==> config.mk <==
export PLATFORM = sky130hd
export DESIGN_NAME = cfa_ctrl
export DESIGN_NICKNAME = d
export VERILOG_FILES = /design/src/rtl/cfa_pkg.sv /design/src/rtl/cfa_ctrl.sv
export SDC_FILE = /design/constraint.sdc
export NUM_CORES = 1
export LEC_CHECK = 0
export BUFFER_PORTS_ARGS = -buffer_cell sky130_fd_sc_hd__buf_2
export CAP_MARGIN = 20
export CELL_PAD_IN_SITES_DETAIL_PLACEMENT = 1
export CELL_PAD_IN_SITES_GLOBAL_PLACEMENT = 1
export CORE_MARGIN = 10
export CORE_UTILIZATION = 25
export CTS_BUF_LIST = sky130_fd_sc_hd__clkbuf_16
export CTS_CLUSTER_SIZE = 25
export DETAILED_ROUTE_END_ITERATION = 10
export PLACE_DENSITY_LB_ADDON = 0.1
export SYNTH_ARGS = -nofsm -noshare
export SYNTH_HDL_FRONTEND = slang
export SYNTH_SLANG_ARGS = --single-unit
==> constraint.sdc <==
create_clock -name clk -period 1.25 [get_ports clk]
set_input_delay 0.125 -clock clk [delete_from_list [all_inputs] [get_ports clk]]
set_output_delay 0.125 -clock clk [all_outputs]
set_load 0.02 [all_outputs]
==> src/rtl/cfa_pkg.sv <==
// Shared types and constants for the contiguous frame allocator.
// Holds field widths, command and frame-state codes, and the controller/datapath structs.
// No dependencies.
package cfa_pkg;

    localparam int FRAME_W        = 20;
    localparam int COUNT_W        = 15;
    localparam int CMD_W          = 2;
    localparam int STATUS_W       = 2;
    localparam int FSTATE_W       = 2;
    localparam int TDATA_W        = 40;
    localparam int OUT_PAD_W      = TDATA_W - STATUS_W - FRAME_W - COUNT_W;
    localparam int CFG_IDX_W      = 1;
    localparam int NUM_FRAMES_DEF = 16384;
    localparam int POOL_SIZE_RST  = 16384;

    localparam logic [CMD_W-1:0] CMD_ALLOC   = 2'd0;
    localparam logic [CMD_W-1:0] CMD_RELEASE = 2'd1;
    localparam logic [CMD_W-1:0] CMD_RESERVE = 2'd2;

    localparam logic [FSTATE_W-1:0] FS_FREE = 2'd0;
    localparam logic [FSTATE_W-1:0] FS_USED = 2'd1;
    localparam logic [FSTATE_W-1:0] FS_HEAD = 2'd2;

    localparam logic [CFG_IDX_W-1:0] CFG_BASE_FRAME = 1'b0;
    localparam logic [CFG_IDX_W-1:0] CFG_POOL_SIZE  = 1'b1;

    typedef enum logic [STATUS_W-1:0] {
        ST_OK,
        ST_NO_FIT,
        ST_RANGE,
        ST_BAD_STATE
    } status_t;

    typedef enum logic [2:0] {
        S_CLEAR,
        S_IDLE,
        S_DECODE,
        S_CHECK,
        S_SCAN,
        S_WALK,
        S_MARK,
        S_DONE
    } ctrl_state_t;

    typedef struct packed {
        logic    clear_step;
        logic    load;
        logic    decode;
        logic    start;
        logic    scan;
        logic    walk;
        logic    mark;
        logic    finish;
        status_t status;
    } dp_cmd_t;

    typedef struct packed {
        logic pool_wr;
        logic clr_last;
        logic pre_ok;
        logic is_release;
        logic hit;
        logic fail;
        logic scan_end;
        logic walk_stop;
        logic mark_last;
        logic out_free;
    } dp_stat_t;

endpackage

==> src/rtl/cfa_ctrl.sv <==
// Sequencing controller of the frame allocator: clear pass, decode, scan, walk, mark, result.
// Depends on cfa_pkg.
module cfa_ctrl
    import cfa_pkg::*;
(
    input  logic     clk,
    input  logic     rst_n,
    input  logic     s_valid,
    output logic     s_ready,
    input  dp_stat_t stat,
    output dp_cmd_t  cmd
);

    ctrl_state_t state_reg, state_next;
    status_t     status_reg, status_next;

    always_ff @(posedge clk or negedge rst_n)
    begin
        if (!rst_n)
        begin
            state_reg <= S_CLEAR;
        end
        else
        begin
            state_reg <= state_next;
        end
    end

    always_ff @(posedge clk)
    begin
        status_reg <= status_next;
    end

    always_comb
    begin
        state_next  = state_reg;
        status_next = status_reg;
        cmd         = '0;
        cmd.status  = status_reg;
        s_ready     = 1'b0;

        unique case (state_reg)
            S_CLEAR:
            begin
                cmd.clear_step = 1'b1;
                if (stat.clr_last)
                begin
                    state_next = S_IDLE;
                end
            end
            S_IDLE:
            begin
                s_ready = 1'b1;
                if (s_valid)
                begin
                    cmd.load   = 1'b1;
                    state_next = S_DECODE;
                end
            end
            S_DECODE:
            begin
                cmd.decode = 1'b1;
                state_next = S_CHECK;
            end
            S_CHECK:
            begin
                if (stat.pre_ok)
                begin
                    cmd.start  = 1'b1;
                    state_next = stat.is_release ? S_WALK : S_SCAN;
                end
                else
                begin
                    status_next = ST_RANGE;
                    state_next  = S_DONE;
                end
            end
            S_SCAN:
            begin
                cmd.scan = 1'b1;
                priority if (stat.hit)
                begin
                    status_next = ST_OK;
                    state_next  = S_MARK;
                end
                else if (stat.fail)
                begin
                    status_next = ST_BAD_STATE;
                    state_next  = S_DONE;
                end
                else if (stat.scan_end)
                begin
                    status_next = ST_NO_FIT;
                    state_next  = S_DONE;
                end
            end
            S_WALK:
            begin
                cmd.scan = 1'b1;
                cmd.walk = 1'b1;
                priority if (stat.fail)
                begin
                    status_next = ST_BAD_STATE;
                    state_next  = S_DONE;
                end
                else if (stat.walk_stop || stat.scan_end)
                begin
                    status_next = ST_OK;
                    state_next  = S_DONE;
                end
            end
            S_MARK:
            begin
                cmd.mark = 1'b1;
                if (stat.mark_last)
                begin
                    state_next = S_DONE;
                end
            end
            S_DONE:
            begin
                if (stat.out_free)
                begin
                    cmd.finish = 1'b1;
                    state_next = S_IDLE;
                end
            end
        endcase

        // a pool size write restarts the clearing pass
        if (stat.pool_wr)
        begin
            state_next = S_CLEAR;
        end
    end

    a_pool_wr_clears: assert property (@(posedge clk) disable iff (!rst_n)
        stat.pool_wr |=> (state_reg == S_CLEAR))
        else $error("pool size write did not start a clear pass");

    a_hit_xor_fail: assert property (@(posedge clk) disable iff (!rst_n)
        (state_reg == S_SCAN) |-> !(stat.hit && stat.fail))
        else $error("scan reports hit and failure together");

    a_mark_after_hit: assert property (@(posedge clk) disable iff (!rst_n)
        $rose(state_reg == S_MARK) |-> $past(stat.hit))
        else $error("mark entered without a scan hit");

endmodule

==> results of run 1 <==
report_power, final:
part	total, mW	switching (mW)	leakage (nW)	internal [mW]
registers	0.217	0.0266	0.0542	0.190
clock network	0.527	0.112	0.0423	0.415
logic	0.384	0.173	0.284	0.210
final cells by class:
type                       count  area, sq um  share of cell area [%]
inverter                       2        7.507                  0.9174
timing repair buffer          39        286.5                   35.02
sequential                     5        137.6                   16.82
tap                           16        20.02                   2.446
multi-input combinational     35        287.8                   35.17
clock inverter                 1        3.754                  0.4587
clock buffer                   3        75.07                   9.174
stage by stage:
| step | cells | worst slack (ns) | setup TNS, ns | hold slack, ns |
|---|---|---|---|---|
| 6_report | 101 | -0.1274 | -0.5460 | 0.1264 |
| 5_1_grt | 101 | -0.1904 | -1.314 | 0.1359 |
| 4_1_cts | 98 | -0.1503 | -0.6732 | 0.1268 |
| 3_5_place_dp | 89 | -0.1013 | -0.2027 | -0.07331 |
| 3_3_place_gp | 89 | -0.02600 | -0.05201 | -0.07183 |
| 2_1_floorplan | 45 | 0.01558 | 0 | -0.1706 |
synthesized netlist by cell type, drive strengths merged:
master   n  area, sq um
a2111oi  1        15.01
a211o    1        8.760
a211oi   2        20.02
a21oi    1        5.000
a31oi    1        6.260
a32o     1        10.01
and2     2        12.51
and2b    1        7.510
and3b    1        8.760
buf      3        30.03
dfrtp    3        75.07
edfxtp   2        60.06
inv      2        7.510
mux2i    1        10.01
nand2    3        13.77
nand2b   1        6.260
nand3    1        5.000
nor2     4        15.01
nor2b    3        18.77
nor3     3        20.02
nor3b    2        20.02
o21ai    5        25.02
o31ai    1        7.510
cell families (layout without fill, tap and decap cells):
kind of cell | count (synthesis) | in the layout | share of synthesized area [%]
AO/OA/AOI/OAI | 13 | 13 | 23.93
buffers and inverters | 5 | 45 | 9.203
flip-flops | 5 | 5 | 33.13
multiplexers | 1 | 1 | 2.454
AND/OR/NAND/NOR | 21 | 21 | 31.29
routing by layer:
layer | track usage (%) | vias to the layer above | wire, microns
met3 | 5.010 | 4 | 135
met5 | 0 | - | 0
met1 | 9.005 | 228 | 619
li1 | - | 242 | -
met4 | 7.051 | 0 | 52
met2 | 15.59 | 21 | 807
timing repair:
action,4_1_cts,5_1_grt
setup endpoints to repair,11,12
pin swaps,2,2
resized for setup,25,6
gates cloned,0,0
buffers inserted,5,3
endpoints found under the hold margin,3,0
hold buffers,1,0
final timing paths:
kind	to	start	cells after the start	slack, ns
max	cmd[8]	state_reg[1]$_DFFE_PN0P_	4	-0.13
min	state_reg[1]$_DFFE_PN0P_	stat[9]	2	0.13
max reg2reg	status_reg[0]$_DFFE_PP_	state_reg[0]$_DFFE_PN0P_	3	0
min reg2reg	status_reg[1]$_DFFE_PP_	state_reg[0]$_DFFE_PN0P_	2	0.80
max in group asynchronous	state_reg[0]$_DFFE_PN0P_	rst_n	2	0.86
min in group asynchronous	state_reg[1]$_DFFE_PN0P_	rst_n	2	0.27
critical path, stage by stage (launching register included):
cell and delay [ns]:
dfrtp_1 0.41, buf_6 0.14, nor3b_4 0.20, and2_4 0.17
buf_6 0.11
==> summary.md, run 1 <==
The class of the tightest hold or removal check was primary input to flip-flop. The floorplan has 14 rows. The via count of the first global-routing pass is 536, and the die outline width is 60.39 microns. Largest vdd supply drop: 0.0005658 V. For the leakage component of the power, the log shows 0.3805 nW.

Summing all placed instances gives a cell area of 579.3 sq um. The longest clock path from root to sink contains 2 buffers. The final reports fail on negative setup slack.

The share of final-layout standard cells stronger than drive strength 1 was 69.41%; the number of endpoints failing setup at the final stage was 10. The worst setup path is of the flip-flop to output pin kind. The worst clock skew on the final layout is 0.0003135 ns. The number of remaining DRC errors is 0.

For the number of antenna violations at the first check in global routing, the log shows 0. The synthesis-stage register bit count was 5. For this run, the register share of the synthesized area comes to 33.13%.

The worst setup path is launched from a flip-flop. The run gives 9 as the pin count of the biggest net entering global routing. After clock tree synthesis, the clock-pin slew on the worst setup and hold paths is 0.03 ns. The synthesis-to-finish area growth was 100.6%; the area inside the core boundary was 0.001524 sq mm.

The final count of pins violating max slew was 0. The hold violation total from the final report was 0; the post-route cell area was 818.3 sq um. The top cell types in the final layout, fill and taps aside, are buf_4 (17), buf_2 (14), buf_6 (7). Summing over every cut layer, the via total after detailed routing is 495. The commonest non-fill, non-tap cell in the layout is buf_4. For the worst setup path, the data arrival time is 1.25 ns.

The die covers 0.003647 sq mm. In the routed layout, each cell is associated on average with a via count of 4.901. Headroom to the max-slew limit came out at 83.29%. The least setup slack across all paths after layout is -0.1274 ns, and the number of antenna cells inserted is 0. The total CTS buffers is 3, and the remaining number of nets flagged by the antenna check after routing is 0. The run finished, with violations left. The register with the most flip-flops in the layout has 3 of them.

Once the floorplan was initialized, standard cells occupied 26.77% of the core. Once layout is complete, the utilization of the core stands at 53.69%. The netlist area before placement came out at 407.9 sq um. Setup repair after global routing could not meet its margin everywhere. The minimum clock period after layout is 1.377 ns, and the overall power is 1.127 mW.

TritonCTS built the clock tree. The tools report the max-cap check violation count as 0. The tools report the global placement routability congestion as 0.7378. The highest attainable clock frequency is 726.0 MHz, and the half-perimeter wire length after detailed placement is 1143 microns. The transition time of the tightest slew-check pin works out to 0.2492 ns. The count of warnings emitted by yosys is 0, and the share of the cycle needed by the critical path after routing is 110.2%.

Along the worst path, the maximum fanout reaches 4. I/O pin count: 24. Kind of end point of the critical path: an output pin.

The tools report the total global-route track usage as 9.560%. The areal power density over the cells was 1378 mW/mm^2; the data required time of the critical path was 1.12 ns. The tools report the sink count of the clock tree as 5. The later pin in the worst-skew pair is clocked with a latency of 0.23 ns. After detailed routing, the average wire length per cell comes to 15.97 microns. The total number of H-tree levels is 1.

Filler cell count in the final layout: 177. When the netlist entered floorplanning its net count stood at 58. The final net count is 99, and the residual overflow from global routing is 0.

During placement, the flow inserted port buffers numbering 23. The netlist uses 29 different library cells. After synthesis, the mean cell area works out to 9.064 sq um. The detailed router finished its first iteration with 0 violations.

CTS root buffer: clkbuf_16. The die is 60.39 microns tall. The final layout contains routed wiring with a total length of 1613 microns. The number of search-and-repair iterations in the first detailed-routing pass is 1, and the synthesized netlist cell count is 45. The first global-routing pass estimated 2532 microns of wire.
Note: power is estimated with default switching activity, not from simulation.
==> run 2, diff against run 1 <==
--- a/config.mk
+++ b/config.mk
@@ -9,12 +9,13 @@
 export CAP_MARGIN = 20
 export CELL_PAD_IN_SITES_DETAIL_PLACEMENT = 1
 export CELL_PAD_IN_SITES_GLOBAL_PLACEMENT = 1
-export CORE_MARGIN = 10
+export CORE_MARGIN = 5
 export CORE_UTILIZATION = 25
 export CTS_BUF_LIST = sky130_fd_sc_hd__clkbuf_16
 export CTS_CLUSTER_SIZE = 25
 export DETAILED_ROUTE_END_ITERATION = 10
 export PLACE_DENSITY_LB_ADDON = 0.1
+export SKIP_CTS_REPAIR_TIMING = 1
 export SYNTH_ARGS = -nofsm -noshare
 export SYNTH_HDL_FRONTEND = slang
 export SYNTH_SLANG_ARGS = --single-unit
==> run 2 against run 1 <==
Net effect: the flow still finishes with violations (negative setup slack); clock power shrank 2%; highest routed layer unchanged; fmax is 2.0% higher; critical path depth unchanged; routed wire length shrank 16%; critical endpoint unchanged; setup slack better by 0.027 ns; final cell count shrank 4.0%; sequential share of layout area increased by 0.91 points; combinational power decreased by 9.6%; flip-flop and latch count did not move; largest power group unchanged; count of clock-buffer cells in the layout unchanged; via count fell by 2.2%; core utilization decreased by 2.3 points.
==> summary.md, run 2 (synthesis gave the netlist of run 1 again) <==
The flow ran to the end, but the final reports show violations. Failing checks: negative setup slack (unchanged). The logs give 9 (was 10) for the number of endpoints failing setup at the final stage and 3 (was 1) for the number of search-and-repair iterations in the first detailed-routing pass. The cell occurring most often along the worst timing path is buf_6 (unchanged). The tools report the minimum hold slack as 0.1270 ns (was 0.1264 ns). The tools report the kind of end point of the critical path as an output pin (unchanged).

The arrival time of data at the critical path endpoint came out at 1.23 ns (was 1.25 ns). Transition time of the tightest slew-check pin: 0.3670 ns (was 0.2492 ns). The areal power density over the cells was 1383 mW/mm^2 (was 1378 mW/mm^2). The highest attainable clock frequency was 740.3 MHz (was 726.0 MHz); the largest stage delay on the critical path was 0.42 ns (was 0.41 ns). The die outline width is 50.39 microns (was 60.39 microns).

The run gives 0.0005799 V (was 0.0005658 V) as the largest vdd supply drop. The global-route met2 utilization came out at 16.74% (was 15.59%). The number of antenna cells inserted is 0 (unchanged), and the worst clock skew on the final layout is 0.001093 ns (was 0.0003135 ns).

The tools report the residual overflow from global routing as 0 (unchanged). The logic depth of the worst setup path including buffers was 4 (unchanged). The class of the tightest hold or removal check was primary input to flip-flop (unchanged). The buffering stage count on the worst path with inverters included works out to 2 (unchanged). The run gives 0.001524 sq mm (unchanged) as the area inside the core boundary. The number of instances on the worst hold path is 2 (unchanged). Family of cells with the greatest summed delay on the critical path: flip-flops (unchanged). The number of port buffers was 23 (unchanged). The data required time of the critical path was 1.12 ns (about the same). The routed wirelength normalized by instance count works out to 13.93 microns (was 15.97 microns). TritonCTS built the clock tree. The max-cap check violation count was 0 (unchanged). The share of final-layout standard cells stronger than drive strength 1 works out to 66.67% (was 69.41%). The share of the cycle needed by the critical path after routing was 108.1% (was 110.2%). The CTS root buffer was clkbuf_16 (unchanged).

The via count of the first global-routing pass was 510 (was 536). The most crowded layer after global routing is met2 (unchanged). The global routing met1 resource utilization was 14.26% (was 9.005%); the insertion delay of the later-clocked pin in the worst-skew pair was 0.22 ns (was 0.23 ns). Number of buffers between clock root and the deepest sink: 2 (unchanged).

The cell type of the slowest stage on the worst timing path was dfrtp_2 (was dfrtp_1). The total global-route track usage was 11.14% (was 9.560%). Crit-path cells: buf_6, nor3b_4, and2_1, buf_6 (was buf_6, nor3b_4, and2_4, buf_6). For the area of the die, the log shows 0.002539 sq mm (was 0.003647 sq mm). The vertical extent of the die was 50.39 microns (was 60.39 microns); the final net count was 95 (was 99). The final routed wirelength across all metal layers came out at 1351 microns (was 1613 microns). Type of the worst setup path: flip-flop to output pin (unchanged). The logs give 75.32% (was 83.29%) for the relative slew slack and 2 (was 0) for the number of violations reported at the end of detailed-routing iteration 0.

The number of remaining DRC errors was 0 (unchanged). Total vias in the final route: 484 (was 495). Commonest cells after routing, fill and taps aside: buf_2 (16), buf_6 (9), buf_4 (9) (was buf_4 (17), buf_2 (14), buf_6 (7)). Commonest non-fill, non-tap cell in the layout: buf_2 (was buf_4). The synthesis-to-finish area growth is 92.02% (was 100.6%). The clock-pin slew on the worst setup and hold paths came out at 0.03 ns (about the same). The hold violation total from the final report was 0 (unchanged); the global placement routability congestion was 0.6970 (was 0.7378).

Setup repair after global routing could not meet its margin everywhere. For the total number of H-tree levels, the log shows 1 (unchanged). The run gives 783.3 sq um (was 818.3 sq um) as the post-route cell area.

The remaining number of nets flagged by the antenna check after routing is 0 (unchanged). I/O pin count: 24 (unchanged). The number of vias per cell came out at 4.990 (was 4.901). The number of antenna violations at the first check in global routing came out at 0 (unchanged). The tools report the initial standard-cell utilization of the core as 26.77% (unchanged). The met3 usage in global routing came out at 3.846% (was 5.010%).

The cell count of the worst reg-to-reg path is 3 (unchanged). Total CTS buffers: 3 (unchanged). The least setup slack across all paths after layout was -0.1008 ns (was -0.1274 ns). The leakage component of the power came out at 0.3555 nW (was 0.3805 nW). Maximum net fanout on the critical path: 6 (was 4). Total placed instance area: 571.8 sq um (was 579.3 sq um). The run gives 5 (unchanged) as the sink count of the clock tree. The logs give 2201 microns (was 2532 microns) for the first-pass GRT wire length and 14 (unchanged) for the number of rows created at floorplan.

The category of the worst setup path launch point is a flip-flop (unchanged). The pin count of the biggest net entering global routing came out at 10 (was 9). The flip-flop count of the largest register after layout was 3 (unchanged); the minimum clock period after layout was 1.351 ns (was 1.377 ns). The final count of pins violating max slew was 0 (unchanged). The half-perimeter wire length after detailed placement came out at 1052 microns (was 1143 microns).
==> run 2: cell types whose count changed in the layout (fill, tap and decap cells not counted), sizes merged <==
cell and change:
buf -4
==> run 2: final cells by class <==
cell class | count | area, sq um
fillers | 174 | 740.7
multi-input cells | 35 | 279.0
repair buffers | 35 | 259.0
flip-flops and latches | 5 | 138.9
clock buffers | 3 | 75.07
well taps | 16 | 20.02
inverters | 2 | 7.507
clock inverters | 1 | 3.754
==> run 2: report_power, final <==
group          switching [mW]  total [mW]  internal (mW)
sequential             0.0299       0.221          0.191
clock                   0.102       0.516          0.414
combinational           0.162       0.347          0.185
==> run 2: metrics by stage <==
stage               setup TNS, ns  std cells  power, mW  setup slack, ns  util, %
floorplan                       0         45     0.3880          0.01558        -
global placement         -0.03422         88     0.4869         -0.01480    37.52
detailed placement        -0.1502         88     0.4860         -0.07512    37.52
CTS                        -1.319         92      1.010          -0.2006    42.69
global route              -0.9191         97      1.144          -0.1370    51.40
finish                    -0.4293         97      1.083          -0.1008    51.40
==> run 2: routing by layer <==
| metal | vias to the layer above | share of wire (%) |
|---|---|---|
| li1 | 237 | - |
| met5 | - | 0 |
| met4 | 0 | 0.89 |
| met3 | 2 | 5.8 |
| met2 | 18 | 48 |
| met1 | 227 | 45 |
==> run 2: worst paths after layout <==
kind	from	end	slack [ns]
hold reg to reg	state_reg[2]$_DFFE_PN0P_	state_reg[1]$_DFFE_PN0P_	0.70
hold / removal	stat[9]	state_reg[1]$_DFFE_PN0P_	0.13
setup / recovery	state_reg[1]$_DFFE_PN0P_	cmd[8]	-0.10
max in group asynchronous	rst_n	state_reg[2]$_DFFE_PN0P_	0.89
setup reg to reg	state_reg[0]$_DFFE_PN0P_	status_reg[0]$_DFFE_PP_	-0.01
min in group asynchronous	rst_n	state_reg[0]$_DFFE_PN0P_	0.23
